<file path="config.mk">
export PLATFORM = sky130hd
export DESIGN_NAME = infix_expression_evaluator_unit
export DESIGN_NICKNAME = d
export VERILOG_FILES = /design/src/hdl/iee_pkg.sv /design/src/hdl/infix_expression_evaluator_unit.sv /design/src/hdl/iee_muldiv.sv
export VERILOG_INCLUDE_DIRS = /design/src /design/src/hdl
export SDC_FILE = /design/constraint.sdc
export NUM_CORES = 1
export LEC_CHECK = 0
export CAP_MARGIN = 20
export CELL_PAD_IN_SITES_DETAIL_PLACEMENT = 1
export CELL_PAD_IN_SITES_GLOBAL_PLACEMENT = 1
export CORE_ASPECT_RATIO = 1.2
export CORE_MARGIN = 1
export CORE_UTILIZATION = 55
export DETAILED_ROUTE_END_ITERATION = 8
export DONT_BUFFER_PORTS = 1
export PLACE_DENSITY = 0.87
export SYNTH_ARGS = -nofsm -noshare
export SYNTH_HDL_FRONTEND = slang
export SYNTH_SLANG_ARGS = --single-unit
</file>
<file path="constraint.sdc">
create_clock -name aclk -period 13.4 [get_ports aclk]
set_input_delay 2.68 -clock aclk [delete_from_list [all_inputs] [get_ports aclk]]
set_output_delay 2.68 -clock aclk [all_outputs]
set_load 0.02 [all_outputs]
</file>
<file path="src/hdl/infix_expression_evaluator_unit_assert.svh">
// Assertion macros shared by the evaluator RTL.
`ifndef INFIX_EXPRESSION_EVALUATOR_UNIT_ASSERT_SVH
`define INFIX_EXPRESSION_EVALUATOR_UNIT_ASSERT_SVH

// Same-cycle implication, checked only out of reset.
`define IEE_ASSERT_NOW(label, clk, rstn, ante, cons, msg) \
    label: assert property (@(posedge clk) disable iff (!(rstn)) (ante) |-> (cons)) \
        else $error(msg);

// Next-cycle implication, checked only out of reset.
`define IEE_ASSERT_NEXT(label, clk, rstn, ante, cons, msg) \
    label: assert property (@(posedge clk) disable iff (!(rstn)) (ante) |=> (cons)) \
        else $error(msg);

`endif

</file>
<file path="src/hdl/iee_pkg.sv">
// Package with shared constants and types of the infix expression evaluator.
`default_nettype none

package iee_pkg;

    localparam int IEE_WORD_BITS = 32;
    localparam int VALUE_BITS    = 32;

    // Character codes the scanner recognizes.
    localparam logic [7:0] CHAR_ZERO  = 8'h30;
    localparam logic [7:0] CHAR_NINE  = 8'h39;
    localparam logic [7:0] CHAR_PLUS  = 8'h2B;
    localparam logic [7:0] CHAR_MINUS = 8'h2D;
    localparam logic [7:0] CHAR_STAR  = 8'h2A;
    localparam logic [7:0] CHAR_SLASH = 8'h2F;
    localparam logic [7:0] CHAR_SPACE = 8'h20;
    localparam logic [7:0] CHAR_TAB   = 8'h09;
    localparam logic [7:0] CHAR_CR    = 8'h0D;

    // Input kind carried in tuser.
    localparam logic ACT_CHAR = 1'b0;
    localparam logic ACT_END  = 1'b1;

    // Request to the shared multiply/divide unit.
    typedef struct packed {
        logic start;
        logic is_div;
    } unit_req_t;

    // Status from the shared multiply/divide unit.
    typedef struct packed {
        logic busy;
        logic done;
    } unit_rsp_t;

endpackage

`default_nettype wire

</file>
<file path="src/hdl/infix_expression_evaluator_unit.sv">
// Top level of the streaming four-operator infix expression evaluator.
//
//  Channel | Direction | Ports               | Contents
//  --------+-----------+---------------------+-----------------------------------------
//  s_      | in        | tvalid tready tdata | tdata[7:0] char_code; tuser[0] action
//  m_      | out       | tvalid tready tdata | tdata[31:0] value;    tuser[0] div_by_zero
//
// A digit, a whitespace character, plus, minus or an unknown operator is taken without
// holding off the input, and the next input transaction can follow in the very next cycle.
// An operator that has to apply a pending multiply or divide occupies the shared
// multiply/divide unit, which takes one adder step per cycle, and s_tready stays low
// meanwhile.
// The end marker passes through ST_EMIT to form the result, and stays there while the result
// register is still waiting for m_tready; the input side is held off until then.
// aresetn is synchronous and active low; it clears the expression state and m_tvalid.
`default_nettype none
`include "infix_expression_evaluator_unit_assert.svh"

module infix_expression_evaluator_unit import iee_pkg::*; #(
    parameter int WORD_BITS = IEE_WORD_BITS
) (
    input  wire                         aclk,
    input  wire                         aresetn,
    // Input transactions.
    input  wire                         s_tvalid,
    output logic                        s_tready,
    input  wire logic [7:0]             s_tdata,   // [7:0] char_code
    input  wire logic [0:0]             s_tuser,   // [0] action
    // Result transactions.
    output logic                        m_tvalid,
    input  wire                         m_tready,
    output logic [VALUE_BITS-1:0]       m_tdata,   // [31:0] value
    output logic [0:0]                  m_tuser    // [0] div_by_zero
);

    // Pending operator codes.
    typedef enum logic [2:0] {
        OP_FIRST = 3'd0,
        OP_ADD   = 3'd1,
        OP_SUB   = 3'd2,
        OP_MUL   = 3'd3,
        OP_DIV   = 3'd4,
        OP_NONE  = 3'd5
    } op_t;

    typedef enum logic [2:0] {
        ST_IDLE = 3'b001,
        ST_BUSY = 3'b010,
        ST_EMIT = 3'b100
    } state_t;

    state_t               state_reg, state_next;
    op_t                  pend_reg, pend_next;
    op_t                  new_op;
    logic                 end_reg, end_next;
    logic                 zdiv_reg, zdiv_next;
    logic [WORD_BITS-1:0] sum_reg, sum_next;
    logic [WORD_BITS-1:0] term_reg, term_next;
    logic [WORD_BITS-1:0] num_reg, num_next;

    logic                  m_tvalid_reg, m_tvalid_next;
    logic [VALUE_BITS-1:0] m_tdata_reg, m_tdata_next;
    logic                  m_tuser_reg, m_tuser_next;

    logic                 in_fire;
    logic                 out_free;
    logic                 is_end;
    logic                 is_digit;
    logic                 is_space;
    logic [WORD_BITS-1:0] digit_val;
    logic [WORD_BITS-1:0] total;

    unit_req_t            unit_req;
    unit_rsp_t            unit_rsp;
    logic [WORD_BITS-1:0] unit_result;

    iee_muldiv #(
        .WORD_BITS (WORD_BITS)
    ) u_muldiv (
        .aclk    (aclk),
        .aresetn (aresetn),
        .req     (unit_req),
        .opnd_a  (term_reg),
        .opnd_b  (num_reg),
        .rsp     (unit_rsp),
        .result  (unit_result)
    );

    assign s_tready = (state_reg == ST_IDLE);
    assign in_fire  = s_tvalid & s_tready;
    assign out_free = !m_tvalid_reg || m_tready;

    // Character classes. Anything that is neither a digit nor whitespace acts as an
    // operator, the NUL code included.
    assign is_end    = (s_tuser[0] == ACT_END);
    assign is_digit  = (s_tdata >= CHAR_ZERO) && (s_tdata <= CHAR_NINE);
    assign is_space  = (s_tdata == CHAR_SPACE) || ((s_tdata >= CHAR_TAB) && (s_tdata <= CHAR_CR));
    assign digit_val = WORD_BITS'(s_tdata - CHAR_ZERO);
    assign total     = sum_reg + term_reg;

    always_comb begin
        unique case (s_tdata)
            CHAR_PLUS:  new_op = OP_ADD;
            CHAR_MINUS: new_op = OP_SUB;
            CHAR_STAR:  new_op = OP_MUL;
            CHAR_SLASH: new_op = OP_DIV;
            default:    new_op = OP_NONE;
        endcase
    end

    always_comb begin
        state_next    = state_reg;
        pend_next     = pend_reg;
        end_next      = end_reg;
        zdiv_next     = zdiv_reg;
        sum_next      = sum_reg;
        term_next     = term_reg;
        num_next      = num_reg;
        unit_req      = '0;
        m_tvalid_next = m_tvalid_reg && !m_tready;
        m_tdata_next  = m_tdata_reg;
        m_tuser_next  = m_tuser_reg;

        unique case (state_reg)
            ST_IDLE: begin
                if (in_fire) begin
                    if (is_end || !(is_digit || is_space)) begin
                        // Close the number just finished under the pending operator.
                        num_next = '0;
                        case (pend_reg)
                            OP_FIRST: term_next = num_reg;
                            OP_ADD: begin
                                sum_next  = sum_reg + term_reg;
                                term_next = num_reg;
                            end
                            OP_SUB: begin
                                sum_next  = sum_reg + term_reg;
                                term_next = -num_reg;
                            end
                            OP_MUL: begin
                                unit_req.start = 1'b1;
                                state_next     = ST_BUSY;
                            end
                            OP_DIV: begin
                                // A zero divisor leaves the term alone and only flags.
                                if (num_reg == '0) begin
                                    zdiv_next = 1'b1;
                                end else begin
                                    unit_req.start  = 1'b1;
                                    unit_req.is_div = 1'b1;
                                    state_next      = ST_BUSY;
                                end
                            end
                            default: ;
                        endcase
                        if (is_end) begin
                            end_next = 1'b1;
                            if (!unit_req.start) begin
                                state_next = ST_EMIT;
                            end
                        end else begin
                            pend_next = new_op;
                        end
                    end else if (is_digit) begin
                        num_next = (num_reg << 3) + (num_reg << 1) + digit_val;
                    end
                end
            end
            ST_BUSY: begin
                if (unit_rsp.done) begin
                    term_next  = unit_result;
                    state_next = end_reg ? ST_EMIT : ST_IDLE;
                end
            end
            ST_EMIT: begin
                if (out_free) begin
                    m_tvalid_next = 1'b1;
                    m_tdata_next  = VALUE_BITS'(signed'(total));
                    m_tuser_next  = zdiv_reg;
                    // Back to the state of a fresh expression.
                    sum_next   = '0;
                    term_next  = '0;
                    num_next   = '0;
                    pend_next  = OP_FIRST;
                    zdiv_next  = 1'b0;
                    end_next   = 1'b0;
                    state_next = ST_IDLE;
                end
            end
            default: state_next = ST_IDLE;
        endcase
    end

    always_ff @(posedge aclk) begin
        if (!aresetn) begin
            state_reg    <= ST_IDLE;
            pend_reg     <= OP_FIRST;
            end_reg      <= 1'b0;
            zdiv_reg     <= 1'b0;
            sum_reg      <= '0;
            term_reg     <= '0;
            num_reg      <= '0;
            m_tvalid_reg <= 1'b0;
        end else begin
            state_reg    <= state_next;
            pend_reg     <= pend_next;
            end_reg      <= end_next;
            zdiv_reg     <= zdiv_next;
            sum_reg      <= sum_next;
            term_reg     <= term_next;
            num_reg      <= num_next;
            m_tvalid_reg <= m_tvalid_next;
        end
    end

    always_ff @(posedge aclk) begin
        m_tdata_reg <= m_tdata_next;
        m_tuser_reg <= m_tuser_next;
    end

    assign m_tvalid   = m_tvalid_reg;
    assign m_tdata    = m_tdata_reg;
    assign m_tuser[0] = m_tuser_reg;

    // The input side is only open while the shared unit is free.
    `IEE_ASSERT_NOW(a_ready_unit_free, aclk, aresetn, s_tready, !unit_rsp.busy, "input accepted while unit busy")
    // A unit completion is only expected while the sequencer waits for it.
    `IEE_ASSERT_NOW(a_done_in_busy, aclk, aresetn, unit_rsp.done, state_reg == ST_BUSY, "unit done outside busy state")
    // Emitting a result presents it and returns the block to a fresh expression.
    `IEE_ASSERT_NEXT(a_emit_clears, aclk, aresetn, (state_reg == ST_EMIT) && out_free, m_tvalid && (state_reg == ST_IDLE) && (pend_reg == OP_FIRST) && (sum_reg == '0), "emit did not present result or clear state")

endmodule

`default_nettype wire

</file>
<file path="src/hdl/iee_muldiv.sv">
// Iterative multiply and signed truncating divide around one shared adder.
`default_nettype none

module iee_muldiv import iee_pkg::*; #(
    parameter int WORD_BITS = IEE_WORD_BITS
) (
    input  wire                        aclk,
    input  wire                        aresetn,
    input  wire unit_req_t             req,
    input  wire logic [WORD_BITS-1:0]  opnd_a,
    input  wire logic [WORD_BITS-1:0]  opnd_b,
    output unit_rsp_t                  rsp,
    output logic [WORD_BITS-1:0]       result
);

    localparam int CNT_W = $clog2(WORD_BITS);

    logic                 run_reg;
    logic                 fin_reg;
    logic                 done_reg;
    logic                 div_reg;
    logic                 neg_reg;
    logic [CNT_W-1:0]     cnt_reg;
    logic [WORD_BITS:0]   acc_reg;
    logic [WORD_BITS-1:0] opa_reg;
    logic [WORD_BITS-1:0] opb_reg;
    logic [WORD_BITS-1:0] result_reg;

    logic [WORD_BITS-1:0] mag_a;
    logic [WORD_BITS-1:0] mag_b;
    logic [WORD_BITS:0]   shift_rem;
    logic [WORD_BITS:0]   add_x;
    logic [WORD_BITS:0]   add_y;
    logic                 add_cin;
    logic [WORD_BITS+1:0] add_sum;
    logic                 fits;

    // Operand magnitudes for the divide; the sign is restored at the end.
    assign mag_a = opnd_a[WORD_BITS-1] ? -opnd_a : opnd_a;
    assign mag_b = opnd_b[WORD_BITS-1] ? -opnd_b : opnd_b;

    assign shift_rem = {acc_reg[WORD_BITS-1:0], opb_reg[WORD_BITS-1]};

    // The one adder: trial subtract for division, accumulate for multiply.
    always_comb begin
        if (div_reg) begin
            add_x   = shift_rem;
            add_y   = ~{1'b0, opa_reg};
            add_cin = 1'b1;
        end else begin
            add_x   = {1'b0, acc_reg[WORD_BITS-1:0]};
            add_y   = opb_reg[0] ? {1'b0, opa_reg} : '0;
            add_cin = 1'b0;
        end
        add_sum = {1'b0, add_x} + {1'b0, add_y} + (WORD_BITS+2)'(add_cin);
        fits    = add_sum[WORD_BITS+1];
    end

    always_ff @(posedge aclk) begin
        if (!aresetn) begin
            run_reg  <= 1'b0;
            fin_reg  <= 1'b0;
            done_reg <= 1'b0;
        end else begin
            done_reg <= 1'b0;
            if (req.start) begin
                run_reg <= 1'b1;
            end else if (run_reg) begin
                if (cnt_reg == '0) begin
                    run_reg <= 1'b0;
                    fin_reg <= 1'b1;
                end
            end else if (fin_reg) begin
                fin_reg  <= 1'b0;
                done_reg <= 1'b1;
            end
        end
    end

    always_ff @(posedge aclk) begin
        if (req.start) begin
            div_reg <= req.is_div;
            neg_reg <= opnd_a[WORD_BITS-1] ^ opnd_b[WORD_BITS-1];
            cnt_reg <= CNT_W'(WORD_BITS - 1);
            acc_reg <= '0;
            opa_reg <= req.is_div ? mag_b : opnd_a;
            opb_reg <= req.is_div ? mag_a : opnd_b;
        end else if (run_reg) begin
            cnt_reg <= cnt_reg - 1'b1;
            if (div_reg) begin
                // Restoring step: dividend bits leave at the top of opb,
                // quotient bits enter at the bottom.
                acc_reg <= fits ? add_sum[WORD_BITS:0] : shift_rem;
                opb_reg <= {opb_reg[WORD_BITS-2:0], fits};
            end else begin
                acc_reg <= add_sum[WORD_BITS:0];
                opa_reg <= opa_reg << 1;
                opb_reg <= opb_reg >> 1;
            end
        end else if (fin_reg) begin
            if (div_reg) begin
                result_reg <= neg_reg ? -opb_reg : opb_reg;
            end else begin
                result_reg <= acc_reg[WORD_BITS-1:0];
            end
        end
    end

    assign rsp.busy = run_reg | fin_reg;
    assign rsp.done = done_reg;
    assign result   = result_reg;

endmodule

`default_nettype wire

</file>
**Yosys cells after proc, flatten, opt, wreduce, memory -nomap -nowiden**

Cells that the tools add are included.

- Output and inout bits: 35
- Bits in registers: 276
- Input bits: 13
- Word-level logic and storage cells: 170

- Add/sub/neg operators: 10
- $lt $le $gt $ge: 4
- Bitwise operators: 6
- Reductions and logical operators: 30
- Muxes and demuxes: 75
- Equality and inequality tests: 25

Operator list:

| cell | count |
|---|---|
| two-way mux 32 bit | 25 |
| one-hot mux 32 bit (2 select lines) | 3 |
| adder 32 bit | 3 |
| negator 32 bit | 3 |
| one-hot mux 32 bit (3 select lines) | 1 |
| two-way mux 33 bit | 2 |
| == test 8 x 6 -> 1 bit, second input constant | 5 |
| two-way mux 3 bit | 12 |
| adder 33 x 33 -> 34 bit | 1 |
| adder 34 x 1 -> 34 bit | 1 |
| NOT 32 -> 33 bit | 1 |
| zero test 32 bit | 1 |
| two-way mux 1 bit | 21 |
| AND reduction 5 bit | 3 |
| inequality test 2 x 1 -> 1 bit, second input constant | 7 |
| one-hot mux 3 bit (2 select lines) | 2 |
| one-hot mux 3 bit (4 select lines) | 1 |
| AND reduction 6 bit | 2 |
| == test 3 x 2 -> 1 bit, second input constant | 3 |
| one-hot mux 3 bit (3 select lines) | 1 |
| subtractor 8 x 6 -> 9 bit, second input constant | 1 |
| >= comparator 8 x 4 -> 1 bit, second input constant | 1 |
| >= comparator 8 x 6 -> 1 bit, second input constant | 1 |
| less-or-equal comparator 8 x 4 -> 1 bit, second input constant | 1 |
| 24 further kinds | 48 |

**Longest topological paths before layout**

- Depth in word-level cells: 14
- Depth in mapped cells: 18
- Gate-level depth less buffers: 16

**By module**

From an unflattened synthesis, not the netlist that was laid out.

- Cells, all modules: 2,308
- Area, all modules: 20,417.1 um^2

Modules (own cells, without submodules):

| module | area each (um^2) | cells each | sequential area each (um^2) | instances |
|---|---|---|---|---|
| iee_muldiv | 10,990.5 | 1,266 | 3,743.6 | 1 |
| infix_expression_evaluator_unit | 9,426.5 | 1,042 | 3,093.0 | 1 |

**Worst setup path after synthesis**

OpenSTA, ideal clock, no wires.

- Path kind: input to register
- Start point: input s_tdata[6]
- End point: register num_reg[31]
- Arrival: 7,321 ps
- Stages on the path: 14
- Path buffers: 0
- Data required time: 13,272 ps
- Path slack: 5,952 ps
- Library setup time: 128 ps
- Cell sequence: or2_2 -> nor2_1 -> fa_1 -> ha_1 -> a21oi_1 -> o21ai_0 -> a311oi_1 -> o21ai_0 -> a41oi_1 -> o21bai_1 -> a41o_1 -> a221oi_1 -> xnor2_1 -> o21ai_0

- Longest elaborated chain between the ends: 9
- Elaborated cells on any way between the ends: 19
- Those cells by class: add/sub: 2; order compare: 4; eq/ne: 2; mux: 4; reduce/logical: 7

RTL lines:

| element | line | text |
|---|---|---|
| start, declared | infix_expression_evaluator_unit.sv:27 | `input wire logic [7:0] s_tdata,` |
| branches (longest 9 deep; another with adder 32 bit) | n/a |  |
| end signal, assigned | infix_expression_evaluator_unit.sv:211 | `num_reg <= num_next;` |
| end, declared | infix_expression_evaluator_unit.sv:59 | `logic [WORD_BITS-1:0] num_reg, num_next;` |

Several ways; the timed one is not identified. The select of a mux whose other input is x is not followed.
A chain may end at the register's enable or synchronous reset.

**Worst setup path in the final report**

Same ends and word-level chain as after synthesis.

==> impl_metrics.csv <==
group,metric,value,unit
global_routing,overflow,0,
cts,max-clock-path-buffers,3,
route,drc,0,
die,fp.dieW,176.7,um
power_and_ir_drop,vdd_ir_drop_max,0.1047,mV
synth,syn-num-nets,2422,
synth,synth-async-reset-ratio,0,
cts,postCtsSetupBuffers,0,
critical_path,ff2ff_setup_slack,8.28,ns
cts,cts-hold-fix-buffers,0,
critical_path,critPathCaptureType,"register",
timing,max_slew_margin,0.2810,
final_layout,final_area,21580,sq um
cts,clock_latency,0.59,ns
timing,fin_crit_sh,0.4841,
power_and_ir_drop,power_density,137.7,nW/um^2
synth,syn-mean-instance-area,8.855,sq um
synth,yosysWarnings,0,
final_layout,diodes,0,
critical_path,startpoint_type,"primary input",
synth,seq_area_frac_synth,0.3394,
run_status,status,"finished, final reports clean",
global_routing,antenna_found_initial,0,
global_routing,met1_usage,0.4524,
synth,syn_inst,2275,
cts,numCtsBuffers,31,
global_routing,first_global_vias,18241,
critical_path,path_cells,"or2_2 -> nor2_2 -> buf_4 -> fa_1 -> ha_1 -> a21oi_1 -> o211ai_1 -> a311oi_1 -> o21ai_0 -> a41oi_1 -> o21bai_1 -> a41o_1 -> a221oi_1 -> xnor2_1 -> o21ai_0",
timing,rsz0062_at_grt,"false",
die,initial_utilization,0.5605,
global_routing,track_usage,0.3473,
cts,clk_pin_slew,0.07,ns
place,gp_congestion,0.8854,
timing,fmax,154.2,MHz
cts,cts_resized,0,
global_routing,gr-usage-met2,0.5859,
timing,worst_slew_pin_slew,1.074,ns
timing,finClkSkew,0.01857,ns
synth,synth_edf_count,131,
timing,setup_viol,0,
final_layout,fillerInstances,4126,
cts,cts_tree,"done",
synth,syn_area,20150,sq um
synth,synth-seq-cells,276,
die,io_pins,48,
cts,cts_htree_levels,1,
final_layout,nets,2353,
route,drtAntennaViolNets,0,
route,routedWlPerCell,24.07,um
place,placement.io_buffers,0,
route,firstDrtPassIters,5,
final_layout,syn2layout_area_growth,7.111,%
critical_path,arrival,6.92,ns
route,vias,17932,
power_and_ir_drop,finalPower,2.972,mW
final_layout,multi_input_area,12600,sq um
power_and_ir_drop,p_leak,9.101,nW
synth,synth.distinct_cells,73,
run,cap_violations,0,
final_layout,drive_gt1_frac,0.08561,
critical_path,critPathKind,"primary input to register",
global_routing,use_met3,0.04041,
cts,root_buffer,"clkbuf_16",
route,via_per_inst,6.644,
critical_path,slowest_delay,0.50,ns
timing,timing.setup.tns,0,ns
global_routing,grt_start_max_net_pins,165,
die,rows,76,
route,drt_iter0_markers,1591,
synth,synthFlopType,"dfxtp_1",
die,fp.coreArea,35940,sq um
cts,clock_sinks,276,
timing,finalHoldViolations,0,
global_routing,top_usage_layer,"met2",
route,wl,64960,um
place,hpwl,45920,um
final_layout,ff_latch_area,6838,sq um
die,die_y,211.7,um
critical_path,cp_slowest_cell,"fa_1",
critical_path,worst_path_most_repeated_cell,"o21ai_0",
die,dieArea,37400,sq um
critical_path,required,13.83,ns
global_routing,grt_pass1_wl,102900,um
timing,final.min_clock_period,6.486,ns
place,dpl_cell_area,20500,sq um
timing,drv_slew,0,
hold_path,worst_hold_path_type,"register to register",
critical_path,worstPathMaxFanout,24,
-- cell usage after synthesis, drive strengths merged, types with 32 or more instances --
master  instances  area [sq um]
nor2b          36         225.2
nand3          42         210.2
dfxtp         145          2903
nor2          167         634.4
a22oi          45         337.8
o31ai          37         277.8
mux2           63         709.4
buf            40         211.5
fa             32         640.6
inv            39         148.9
nand2         231         869.6
clkbuf        106         397.9
mux2i          45         450.4
o21ai         176         884.6
a211oi         40         300.3
a21o           51         382.9
xnor2          95         832.1
ha            102          1276
edfxtp        131          3934
o211a          35         350.3
xor2          107         937.2
a21oi         220          1101
-- power by group --
part / switching (mW) / internal, mW
logic: 0.580 / 0.401
clock network: 0.376 / 0.522
registers: 0.127 / 0.966
total: 1.08 / 1.89
-- kinds of logic (layout without fill, tap and decap cells) --
| kind of cell | Yosys count | after routing | share of synthesized area |
|---|---|---|---|
| and+or+nand+nor | 636 | 636 | 0.1497 |
| muxes | 108 | 108 | 0.05757 |
| AOI/OAI and AO/OA | 734 | 734 | 0.2327 |
| xor gates and xnor gates | 202 | 202 | 0.08782 |
| DFF | 276 | 276 | 0.3394 |
| adders and majority gates | 134 | 134 | 0.09515 |
| buffers and inverters | 185 | 141 | 0.03764 |
-- cells in the final DEF, fill, tap and decap left out, types with 42 or more instances in the layout --
master    count
nand2_1     230
a21oi_1     219
o21ai_0     172
nor2_1      163
dfxtp_1     144
edfxtp_1    131
xor2_1      107
ha_1        102
xnor2_1      95
mux2_2       63
a21o_1       51
a22oi_1      45
mux2i_1      45
nand3_1      42
buf_4        42
-- final cells by class --
cell class,instances,share of cell area
tap,468,0.02714
inverter,39,0.006900
multi-input combinational,1814,0.5840
sequential,276,0.3169
clock buffer,39,0.03920
clock inverter,19,0.009393
timing repair buffer,44,0.01647
-- per-stage QoR --
step	setup slack [ns]	std cells	util	hold slack [ns]
finish	6.914	2699	0.6003	0.4665
CTS	6.914	2697	0.5996	0.4675
global placement	6.536	2639	0.5704	0.4483
floorplan	5.952	2275	-	0.4090
detailed placement	6.388	2639	0.5704	0.4438
global route	6.630	2699	0.6003	0.4944
-- metal layers --
| layer | vias up | share of wire | wire length (um) |
|---|---|---|---|
| met3 | 155 | 0.066 | 4290 |
| met2 | 666 | 0.48 | 31410 |
| li1 | 8187 | - | - |
| met4 | 0 | 0.039 | 2528 |
| met1 | 8924 | 0.41 | 26740 |
| met5 | - | 0 | 0 |
-- critical path, delay by kind of cell --
| kind | cells | cell delay, ns |
|---|---|---|
| AO/OA/AOI/OAI | 9 | 2.40 |
| adder cells (fa/ha/maj) | 2 | 0.85 |
| AND/OR/NAND/NOR | 2 | 0.41 |
| buffers and inverters | 1 | 0.37 |
| XOR/XNOR | 1 | 0.19 |
-- worst paths after layout --
kind / startpoint / endpoint / cells after the start
worst max-delay path: s_tdata[6] / num_reg[31]$_SDFFE_PN0P_ / 15
worst min-delay path: zdiv_reg$_SDFFE_PN0P_ / m_tuser$_DFFE_PP_ / 0
worst max register to register: u_muldiv.div_reg$_DFFE_PN_ / u_muldiv.acc_reg[5]$_SDFFE_PN0P_ / 16
worst min register to register: zdiv_reg$_SDFFE_PN0P_ / m_tuser$_DFFE_PP_ / 0
No activity file was read; power rests on OpenSTA's default activity.
